[src/rtl/gda_pkg.sv]
`timescale 1ns / 1ps

package gda_pkg;

  localparam int OpW     = 2;
  localparam int YearW   = 14;
  localparam int MonthW  = 4;
  localparam int DayW    = 5;
  localparam int OffsetW = 23;
  localparam int DiffW   = 22;
  localparam int StatusW = 2;

  localparam int MaxYearDefault = 9999;
  localparam int DaysPerYear    = 365;
  localparam int LeapYearDays   = 366;
  localparam int MonthsPerYear  = 12;
  localparam int Century        = 100;
  localparam int QuadCentury    = 400;
  localparam int DaysPer400     = 146097;
  localparam int DiffMax        = (1 << DiffW) - 1;

  typedef enum logic [OpW-1:0] {
    OP_ADD  = 2'd0,
    OP_DIFF = 2'd1,
    OP_CMP  = 2'd2
  } op_e;

  typedef enum logic [StatusW-1:0] {
    STATUS_OK       = 2'd0,
    STATUS_BAD_DATE = 2'd1,
    STATUS_RANGE    = 2'd2
  } status_e;

  typedef enum logic [10:0] {
    ST_IDLE  = 11'b000_0000_0001,
    ST_CHK   = 11'b000_0000_0010,
    ST_DBY_M = 11'b000_0000_0100,
    ST_DBY_H = 11'b000_0000_1000,
    ST_DBY_S = 11'b000_0001_0000,
    ST_POST  = 11'b000_0010_0000,
    ST_EST_M = 11'b000_0100_0000,
    ST_EST_H = 11'b000_1000_0000,
    ST_FIX   = 11'b001_0000_0000,
    ST_MWALK = 11'b010_0000_0000,
    ST_FIN   = 11'b100_0000_0000
  } state_e;

  // days from the first day of year one to january 1 of year y
  function automatic int days_before_year(input int y);
    int p;
    p = y - 1;
    return p * DaysPerYear + p / 4 - p / Century + p / QuadCentury;
  endfunction

  function automatic logic [DayW-1:0] month_len(input logic [MonthW-1:0] m, input logic leap);
    logic [DayW-1:0] len;
    case (m)
      4'd1, 4'd3, 4'd5, 4'd7, 4'd8, 4'd10, 4'd12: len = 5'd31;
      4'd4, 4'd6, 4'd9, 4'd11: len = 5'd30;
      4'd2: len = leap ? 5'd29 : 5'd28;
      default: len = 5'd0;
    endcase
    return len;
  endfunction

  function automatic logic [8:0] days_before_month(input logic [MonthW-1:0] m,
                                                   input logic leap);
    logic [8:0] cum;
    case (m)
      4'd1:  cum = 9'd0;
      4'd2:  cum = 9'd31;
      4'd3:  cum = 9'd59;
      4'd4:  cum = 9'd90;
      4'd5:  cum = 9'd120;
      4'd6:  cum = 9'd151;
      4'd7:  cum = 9'd181;
      4'd8:  cum = 9'd212;
      4'd9:  cum = 9'd243;
      4'd10: cum = 9'd273;
      4'd11: cum = 9'd304;
      4'd12: cum = 9'd334;
      default: cum = 9'd0;
    endcase
    if (leap && m > 4'd2) begin
      cum = cum + 9'd1;
    end
    return cum;
  endfunction

endpackage

[src/rtl/gregorian_date_arithmetic_top.sv]
// channel  role         handshake                  payload
// in       request in   in_valid_i / in_stall_o    op_i, first_*_i, second_*_i, day_offset_i
// out      result out   out_valid_o / out_stall_i  result_*_o, days_between_o, first_is_less_o,
//                                                  dates_equal_o, status_o
// one request at a time; each year start is built on the shared multiplier (two years)
// diff and compare convert both dates; invalid dates, unknown ops, add range errors end early
// add estimates the year, corrects it one year at a time, then walks months one per cycle
// reset is asynchronous active low and clears state, phase, sel, fix and output valid only
// in_stall_o is high from acceptance until the result moves into the output register
// the output register holds while out_stall_i is high and the next request is taken meanwhile
`timescale 1ns / 1ps

module gregorian_date_arithmetic_top #(
  parameter int MAX_YEAR = gda_pkg::MaxYearDefault
) (
  input  logic                               clk_i,
  input  logic                               rst_ni,
  input  logic                               in_valid_i,
  output logic                               in_stall_o,
  input  logic [gda_pkg::OpW-1:0]            op_i,
  input  logic [gda_pkg::YearW-1:0]          first_year_i,
  input  logic [gda_pkg::MonthW-1:0]         first_month_i,
  input  logic [gda_pkg::DayW-1:0]           first_day_i,
  input  logic [gda_pkg::YearW-1:0]          second_year_i,
  input  logic [gda_pkg::MonthW-1:0]         second_month_i,
  input  logic [gda_pkg::DayW-1:0]           second_day_i,
  input  logic signed [gda_pkg::OffsetW-1:0] day_offset_i,
  output logic                               out_valid_o,
  input  logic                               out_stall_i,
  output logic [gda_pkg::YearW-1:0]          result_year_o,
  output logic [gda_pkg::MonthW-1:0]         result_month_o,
  output logic [gda_pkg::DayW-1:0]           result_day_o,
  output logic [gda_pkg::DiffW-1:0]          days_between_o,
  output logic                               first_is_less_o,
  output logic                               dates_equal_o,
  output logic [gda_pkg::StatusW-1:0]        status_o
);
  import gda_pkg::*;

  localparam int LastDay   = days_before_year(MAX_YEAR + 1) - 1;
  localparam int YW        = $clog2(MAX_YEAR + 3);
  localparam int NW        = $clog2(LastDay + (1 << (OffsetW - 1)) + 2 * LeapYearDays) + 1;
  localparam int DivShift  = YW + 7;
  localparam int DivMul    = ((1 << DivShift) + Century - 1) / Century;
  localparam int EstShift  = 30;
  localparam longint EstMulL = ((longint'(1) << EstShift) * QuadCentury) / DaysPer400;
  localparam int EstMul    = int'(EstMulL);
  localparam int EstMulW   = $clog2(EstMul + 1);
  localparam int DivMulW   = $clog2(DivMul + 1);
  localparam int BW        = (EstMulW > DivMulW) ? EstMulW : DivMulW;
  localparam int AW        = NW;
  localparam int PW        = AW + BW;

  state_e state_q, state_d;

  logic [OpW-1:0]            op_q;
  logic [YearW-1:0]          first_year_q, second_year_q;
  logic [MonthW-1:0]         first_month_q, second_month_q;
  logic [DayW-1:0]           first_day_q, second_day_q;
  logic signed [OffsetW-1:0] day_offset_q;

  logic [YW-1:0]    yr_q, yr_d, p_q, p_d, q_q, q_d;
  logic             phase_q, phase_d, sel_q, sel_d, fix_q, fix_d, leap_q, leap_d;
  logic signed [NW-1:0] jan0_q, jan0_d, jan1_q, jan1_d, n_q, n_d, a_q, a_d;
  logic [8:0]       rem_q, rem_d;
  logic [MonthW-1:0] mo_q, mo_d;

  status_e          res_status_q, res_status_d;
  logic             res_date_q, res_date_d, res_less_q, res_less_d, res_eq_q, res_eq_d;
  logic [DiffW-1:0] res_diff_q, res_diff_d;

  logic [AW-1:0] mul_a;
  logic [BW-1:0] mul_b;
  logic [PW-1:0] mul_q;

  logic                  out_valid_q, out_valid_d, out_load;
  logic [YearW-1:0]      out_year_q;
  logic [MonthW-1:0]     out_month_q;
  logic [DayW-1:0]       out_day_q;
  logic [DiffW-1:0]      out_diff_q;
  logic                  out_less_q, out_eq_q;
  status_e               out_status_q;

  logic                  in_accept;
  logic [MonthW-1:0]     cur_m;
  logic [DayW-1:0]       cur_d, mlen_w, mlen_walk;
  logic signed [NW-1:0]  yr_len, num_w, n_w, dby_sum, dif_w, absd_w;
  logic                  leap_w, day_ok, range_bad;
  logic                  yok1, yok2, mok1, mok2;

  assign in_stall_o = (state_q != ST_IDLE);
  assign in_accept  = in_valid_i && !in_stall_o;

  assign cur_m     = sel_q ? second_month_q : first_month_q;
  assign cur_d     = sel_q ? second_day_q : first_day_q;
  assign yr_len    = jan1_q - jan0_q;
  assign leap_w    = (yr_len == NW'(LeapYearDays));
  assign mlen_w    = month_len(cur_m, leap_w);
  assign day_ok    = (cur_d != '0) && (cur_d <= mlen_w);
  assign num_w     = jan0_q + $signed(NW'(days_before_month(cur_m, leap_w)))
                     + $signed(NW'(cur_d)) - $signed(NW'(1));
  assign n_w       = num_w + NW'(day_offset_q);
  assign range_bad = (n_w < $signed(NW'(0))) || (n_w > $signed(NW'(LastDay)));
  assign dby_sum   = NW'(mul_q) + NW'(p_q >> 2) - NW'(q_q) + NW'(q_q >> 2);
  assign dif_w     = a_q - num_w;
  assign absd_w    = (dif_w < $signed(NW'(0))) ? -dif_w : dif_w;
  assign mlen_walk = month_len(mo_q, leap_q);

  assign yok1 = (first_year_q != '0) && (32'(first_year_q) <= 32'(MAX_YEAR));
  assign yok2 = (second_year_q != '0) && (32'(second_year_q) <= 32'(MAX_YEAR));
  assign mok1 = (first_month_q != '0) && (first_month_q <= MonthW'(MonthsPerYear));
  assign mok2 = (second_month_q != '0) && (second_month_q <= MonthW'(MonthsPerYear));

  // shared multiplier operand select
  always_comb begin
    mul_a = '0;
    mul_b = '0;
    case (state_q)
      ST_DBY_M: begin
        mul_a = AW'(p_q);
        mul_b = BW'(DivMul);
      end
      ST_DBY_H: begin
        mul_a = AW'(p_q);
        mul_b = BW'(DaysPerYear);
      end
      ST_EST_M: begin
        mul_a = AW'($unsigned(n_q));
        mul_b = BW'(EstMul);
      end
      default: begin
        mul_a = '0;
        mul_b = '0;
      end
    endcase
  end

  always_comb begin
    state_d      = state_q;
    yr_d         = yr_q;
    p_d          = p_q;
    q_d          = q_q;
    phase_d      = phase_q;
    sel_d        = sel_q;
    fix_d        = fix_q;
    leap_d       = leap_q;
    jan0_d       = jan0_q;
    jan1_d       = jan1_q;
    n_d          = n_q;
    a_d          = a_q;
    rem_d        = rem_q;
    mo_d         = mo_q;
    res_status_d = res_status_q;
    res_date_d   = res_date_q;
    res_less_d   = res_less_q;
    res_eq_d     = res_eq_q;
    res_diff_d   = res_diff_q;
    out_load     = 1'b0;
    out_valid_d  = out_valid_q && out_stall_i;

    case (state_q)
      ST_IDLE: begin
        if (in_accept) begin
          res_status_d = STATUS_OK;
          res_date_d   = 1'b0;
          res_less_d   = 1'b0;
          res_eq_d     = 1'b0;
          res_diff_d   = '0;
          state_d      = ST_CHK;
        end
      end
      ST_CHK: begin
        yr_d    = YW'(first_year_q);
        p_d     = YW'(first_year_q) - YW'(1);
        phase_d = 1'b0;
        sel_d   = 1'b0;
        fix_d   = 1'b0;
        if (op_q == OP_ADD) begin
          if (yok1 && mok1) begin
            state_d = ST_DBY_M;
          end else begin
            res_status_d = STATUS_BAD_DATE;
            state_d      = ST_FIN;
          end
        end else if (op_q == OP_DIFF || op_q == OP_CMP) begin
          if (yok1 && mok1 && yok2 && mok2) begin
            state_d = ST_DBY_M;
          end else begin
            res_status_d = STATUS_BAD_DATE;
            state_d      = ST_FIN;
          end
        end else begin
          state_d = ST_FIN;
        end
      end
      ST_DBY_M: begin
        state_d = ST_DBY_H;
      end
      ST_DBY_H: begin
        q_d     = YW'(mul_q >> DivShift);
        state_d = ST_DBY_S;
      end
      ST_DBY_S: begin
        if (!phase_q) begin
          jan0_d  = dby_sum;
          phase_d = 1'b1;
          p_d     = p_q + YW'(1);
          state_d = ST_DBY_M;
        end else begin
          jan1_d  = dby_sum;
          phase_d = 1'b0;
          state_d = fix_q ? ST_FIX : ST_POST;
        end
      end
      ST_POST: begin
        if (!day_ok) begin
          res_status_d = STATUS_BAD_DATE;
          state_d      = ST_FIN;
        end else if (op_q == OP_ADD) begin
          if (range_bad) begin
            res_status_d = STATUS_RANGE;
            state_d      = ST_FIN;
          end else begin
            n_d     = n_w;
            state_d = ST_EST_M;
          end
        end else if (!sel_q) begin
          a_d     = num_w;
          sel_d   = 1'b1;
          yr_d    = YW'(second_year_q);
          p_d     = YW'(second_year_q) - YW'(1);
          state_d = ST_DBY_M;
        end else begin
          if (op_q == OP_DIFF) begin
            res_diff_d = (absd_w > $signed(NW'(DiffMax))) ? DiffW'(DiffMax) : DiffW'(absd_w);
          end else begin
            res_less_d = (a_q < num_w);
            res_eq_d   = (a_q == num_w);
          end
          state_d = ST_FIN;
        end
      end
      ST_EST_M: begin
        state_d = ST_EST_H;
      end
      ST_EST_H: begin
        p_d     = YW'(mul_q >> EstShift);
        yr_d    = YW'(mul_q >> EstShift) + YW'(1);
        phase_d = 1'b0;
        fix_d   = 1'b1;
        state_d = ST_DBY_M;
      end
      ST_FIX: begin
        if (jan0_q > n_q) begin
          yr_d    = yr_q - YW'(1);
          p_d     = yr_q - YW'(2);
          state_d = ST_DBY_M;
        end else if (jan1_q <= n_q) begin
          yr_d    = yr_q + YW'(1);
          p_d     = yr_q;
          state_d = ST_DBY_M;
        end else begin
          rem_d   = 9'(n_q - jan0_q);
          leap_d  = leap_w;
          mo_d    = MonthW'(1);
          state_d = ST_MWALK;
        end
      end
      ST_MWALK: begin
        if (mo_q < MonthW'(MonthsPerYear) && rem_q >= 9'(mlen_walk)) begin
          rem_d = rem_q - 9'(mlen_walk);
          mo_d  = mo_q + MonthW'(1);
        end else begin
          res_date_d = 1'b1;
          state_d    = ST_FIN;
        end
      end
      ST_FIN: begin
        if (!out_valid_q || !out_stall_i) begin
          out_load    = 1'b1;
          out_valid_d = 1'b1;
          state_d     = ST_IDLE;
        end
      end
      default: begin
        state_d = ST_IDLE;
      end
    endcase
  end

  always_ff @(posedge clk_i or negedge rst_ni) begin
    if (!rst_ni) begin
      state_q     <= ST_IDLE;
      out_valid_q <= 1'b0;
      phase_q     <= 1'b0;
      sel_q       <= 1'b0;
      fix_q       <= 1'b0;
    end else begin
      state_q     <= state_d;
      out_valid_q <= out_valid_d;
      phase_q     <= phase_d;
      sel_q       <= sel_d;
      fix_q       <= fix_d;
    end
  end

  always_ff @(posedge clk_i) begin
    if (in_accept) begin
      op_q           <= op_i;
      first_year_q   <= first_year_i;
      first_month_q  <= first_month_i;
      first_day_q    <= first_day_i;
      second_year_q  <= second_year_i;
      second_month_q <= second_month_i;
      second_day_q   <= second_day_i;
      day_offset_q   <= day_offset_i;
    end
    mul_q        <= mul_a * mul_b;
    yr_q         <= yr_d;
    p_q          <= p_d;
    q_q          <= q_d;
    leap_q       <= leap_d;
    jan0_q       <= jan0_d;
    jan1_q       <= jan1_d;
    n_q          <= n_d;
    a_q          <= a_d;
    rem_q        <= rem_d;
    mo_q         <= mo_d;
    res_status_q <= res_status_d;
    res_date_q   <= res_date_d;
    res_less_q   <= res_less_d;
    res_eq_q     <= res_eq_d;
    res_diff_q   <= res_diff_d;
    if (out_load) begin
      out_year_q   <= res_date_q ? YearW'(yr_q) : '0;
      out_month_q  <= res_date_q ? mo_q : '0;
      out_day_q    <= res_date_q ? DayW'(rem_q + 9'd1) : '0;
      out_diff_q   <= res_diff_q;
      out_less_q   <= res_less_q;
      out_eq_q     <= res_eq_q;
      out_status_q <= res_status_q;
    end
  end

  assign out_valid_o     = out_valid_q;
  assign result_year_o   = out_year_q;
  assign result_month_o  = out_month_q;
  assign result_day_o    = out_day_q;
  assign days_between_o  = out_diff_q;
  assign first_is_less_o = out_less_q;
  assign dates_equal_o   = out_eq_q;
  assign status_o        = out_status_q;

  a_year_len: assert property (@(posedge clk_i) disable iff (!rst_ni)
    state_q == ST_FIX |-> (yr_len == NW'(DaysPerYear) || yr_len == NW'(LeapYearDays)))
    else $error("year length out of range at estimate correction");

  a_month_walk: assert property (@(posedge clk_i) disable iff (!rst_ni)
    state_q == ST_MWALK |-> (mo_q != '0 && mo_q <= MonthW'(MonthsPerYear)))
    else $error("month walk left the year");

  a_cmp_excl: assert property (@(posedge clk_i) disable iff (!rst_ni)
    out_valid_o && dates_equal_o |-> !first_is_less_o)
    else $error("equal dates reported as less");

  a_err_zero: assert property (@(posedge clk_i) disable iff (!rst_ni)
    out_valid_o && status_o != STATUS_OK |->
      (result_year_o == '0 && result_month_o == '0 && result_day_o == '0 &&
       days_between_o == '0 && !first_is_less_o && !dates_equal_o))
    else $error("error result carries data");

  a_date_shape: assert property (@(posedge clk_i) disable iff (!rst_ni)
    out_valid_o && result_month_o != '0 |->
      (result_day_o != '0 && result_month_o <= MonthW'(MonthsPerYear) &&
       result_year_o != '0))
    else $error("malformed result date");

endmodule
[config.mk]
export PLATFORM = sky130hd
export DESIGN_NAME = gregorian_date_arithmetic_top
export DESIGN_NICKNAME = d
export VERILOG_FILES = /design/src/rtl/gda_pkg.sv /design/src/rtl/gregorian_date_arithmetic_top.sv
export SDC_FILE = /design/constraint.sdc
export NUM_CORES = 2
export LEC_CHECK = 0
export BUFFER_PORTS_ARGS = -buffer_cell sky130_fd_sc_hd__buf_2
export CORE_ASPECT_RATIO = 1.2
export CORE_MARGIN = 8
export CORE_UTILIZATION = 50
export CTS_BUF_LIST = sky130_fd_sc_hd__clkbuf_4 sky130_fd_sc_hd__clkbuf_8 sky130_fd_sc_hd__clkbuf_16
export DETAILED_ROUTE_END_ITERATION = 10
export GPL_ROUTABILITY_DRIVEN = 0
export GPL_TIMING_DRIVEN = 0
export HOLD_SLACK_MARGIN = 0.02
export PLACE_DENSITY = 0.67
export SYNTH_ARGS = -nofsm -noshare
export SYNTH_HDL_FRONTEND = slang
export SYNTH_SLANG_ARGS = --single-unit
[constraint.sdc]
create_clock -name clk_i -period 13.6 [get_ports clk_i]
set_input_delay 0.68 -clock clk_i [delete_from_list [all_inputs] [get_ports clk_i]]
set_output_delay 0.68 -clock clk_i [all_outputs]
set_load 0.05 [all_outputs]
==> reports/qor.yml <==
critical_path:
  critical_path.slowest_cell: "a21boi_0"
  cp_data_arrival_time_ps: 11890
  required_ps: 14090
  max_stage_delay_ps: 830
  cp-end-kind: "flip-flop"
  cpMostUsedCell: "fa_1"
  critPathKind: "reg -> reg"
  critPathMaxFanout: 11
  start_kind: "flip-flop"
  reg2reg_slack_ps: 2200
yosys:
  syn_area_mm2: 0.03588
  syn_area_per_cell_um2: 10.33
  synth_ff_type: "edfxtp_1"
  synth_commonest_cells: "inv_1, ha_1, fa_1, edfxtp_1, nor2_1"
  synth_area_leaders: "edfxtp_1, fa_1, ha_1"
  synth_seq_cells: 358
  yosysWarnings: 0
  yosysTopAreaCell: "edfxtp_1"
  ys_async_sr_fraction_pct: 4.190
  synthDominantCellAreaShare_pct: 25.02
  ys_seq_area_share_pct: 28.53
  synthDistinctLibCells: 96
  synth_edf_count: 299
  synth_cells: 3475
  yosysMostFrequentCell: "inv_1"
power:
  powerDensity_mw_per_mm2: 123.3
  combPwrFrac_pct: 45.6
  leakage_nw: 19.32
  p_seq_share_pct: 31.2
  internal_power_w: 0.002925
  pwr-share-clk_pct: 23.2
  peakVddDrop_uv: 104.5
  p_sw_w: 0.001920
  p_total_w: 0.004845
  p_sw_share_pct: 39.63
floorplanning:
  chipHeight_um: 309.4
  start_util_pct: 50.47
  die_w_um: 260.5
  io_pins: 126
  core_area_mm2: 0.07109
  rows: 107
  die_area_mm2: 0.08062
sta:
  fmax_mhz: 87.75
  final-setup-viol-count: 0
  tightest_slew_ps: 1357
  final.setup.tns_ps: 0
  fin_crit_ps: 11400
  hold_ws_ps: 283.6
  finalHoldViolCount: 0
  clock_skew_ps: 20.55
  slew_headroom_pct: 8.236
  rsz0062_at_grt: "no"
  drv_slew: 0
  timing.final.crit_share_pct: 83.79
clock_tree:
  clk_pin_slew_ps: 70
  cts.sinks: 358
  cts_root_buf: "clkbuf_16"
  clockBufferDepth: 3
  clkLatencyLatePin_ps: 570
  cts_setup_buffers: 0
  cts_tree: "built"
  cts_buffers: 39
  h-tree-depth: 2
drt:
  wl_met3_mm: 4.834
  vias: 25734
  avgRoutedWirePerCell_um: 19.77
  top_layer_used: "met4"
  drcViolationCount: 0
  drtIter0Drc: 1715
  drt_pass1_iterations: 6
  wl_met1_mm: 35.16
  postRouteAntennaNets: 0
  avgViaCountPerCell: 5.561
  routed_wl_mm: 91.49
  route.met2.wl_mm: 46.80
grt:
  grt_max_degree: 41
  grt_pass1_vias: 26875
  grt_first_pass_wirelength_mm: 144.0
  track_usage_pct: 22.83
  grt_overflow: 0
  antenna_found_initial: 0
run_status:
  status: "finished clean"
layout:
  final_nets: 4572
  n_antenna_cell: 0
  area_delta_synth_final_pct: 9.485
  fillers: 6240
  drive_gt1_share_pct: 8.050
placed_design:
  post-dp-hpwl_mm: 76.92
  io_buffers: 125
job:
  max_cap_violations: 0
min_path:
  min_path_type: "in -> reg"
-- metal layers --
layer / vias up / track usage, %
met4: 0 / 10.53
met3: 209 / 2.755
met5: - / 0
li1: 12244 / -
met2: 761 / 42.04
met1: 12520 / 26.27
-- final cells by class --
type / instances / area, um2 / share of cell area [%]
Sequential cell: 358 / 10240 / 26.06
Multi-Input combinational cell: 2462 / 23200 / 59.06
Tap cell: 926 / 1159 / 2.949
Clock buffer: 51 / 1114 / 2.835
Buffer: 51 / 216.5 / 0.5510
Clock inverter: 21 / 249.0 / 0.6338
Timing Repair Buffer: 137 / 769.5 / 1.959
Inverter: 622 / 2337 / 5.950
-- registers in the layout, summed over array words and instances (netlist names), 11 cells and up --
signal and flops:
q_q 14, day_offset_q 23, days_between_o 22, jan1_q 24, res_diff_q 22, n_q 24, result_year_o 14, second_year_q 14
p_q 14, jan0_q 24, state_q 11, a_q 24, first_year_q 14, yr_q 14, mul_q 44
-- power groups by stage --
| stage | Combinational [W] | Sequential (W) | Clock [W] |
|---|---|---|---|
| 6_report | 0.00221 | 0.00151 | 0.00112 |
| 5_1_grt | 0.00244 | 0.00152 | 0.00119 |
| 4_1_cts | 0.00220 | 0.00151 | 0.00115 |
| 3_5_place_dp | 0.00217 | 0.00153 | 0 |
| 3_3_place_gp | 0.00214 | 0.00154 | 0 |
| 2_1_floorplan | 0.00164 | 0.00151 | 0 |
-- logic make-up after synthesis --
| logic type | Yosys count | share of synthesized area (%) |
|---|---|---|
| adder cells (fa/ha/maj) | 829 | 35.76 |
| AND/OR/NAND/NOR | 730 | 10.31 |
| buffers and inverters | 673 | 7.110 |
| AO/OA/AOI/OAI | 620 | 11.64 |
| flip-flops | 358 | 28.53 |
| XOR/XNOR | 233 | 5.730 |
| multiplexers | 30 | 0.8927 |
| other | 2 | 0.02093 |
-- what timing repair did --
item                                   in CTS  in global routing
setup endpoints to repair                   0                  0
resized for setup                           0                  0
endpoints found under the hold margin      14                  0
hold buffers                                1                  0
-- per-stage QoR --
stage,cell area (um2),cells,util [%],setup WS [ps]
floorplan,35950,3493,-,3499
detailed placement,37900,4555,53.32,2166
finish,39280,4628,55.26,2204
global placement,37730,4544,53.08,175.4
CTS,39280,4628,55.25,2141
global route,39280,4628,55.26,1340
-- placed cells by master, fill, tap and decap left out, types with 44 or more instances in the layout --
cell type,count
buf_2,132
edfxtp_1,299
nand3_1,61
a21o_1,70
nor2_1,183
xor2_1,77
o21ai_0,115
inv_1,619
nor3_1,64
nand2_1,161
xnor2_1,154
a21oi_1,168
fa_1,328
dfxtp_1,44
ha_1,498
-- worst paths after layout --
check | from | end | depth (start not counted)
max in group asynchronous | rst_ni | state_q[0] | 2
max | state_q[10] | mul_q[42] | 31
min in group asynchronous | rst_ni | fix_q | 2
max reg2reg | state_q[10] | mul_q[42] | 31
min | first_year_i[2] | first_year_q[2] | 1
min reg2reg | mul_q[29] | q_q[8] | 0
-- worst max-delay path, delay by kind of cell (launching register included) --
| family | cells | cell delay [ps] |
|---|---|---|
| AO/OA/AOI/OAI | 8 | 2630 |
| XOR/XNOR | 1 | 130 |
| AND/OR/NAND/NOR | 6 | 1890 |
| adder cells (fa/ha/maj) | 8 | 3730 |
| flip-flops | 1 | 400 |
| buffers and inverters | 8 | 2550 |
(Power assumes the default switching activity.)
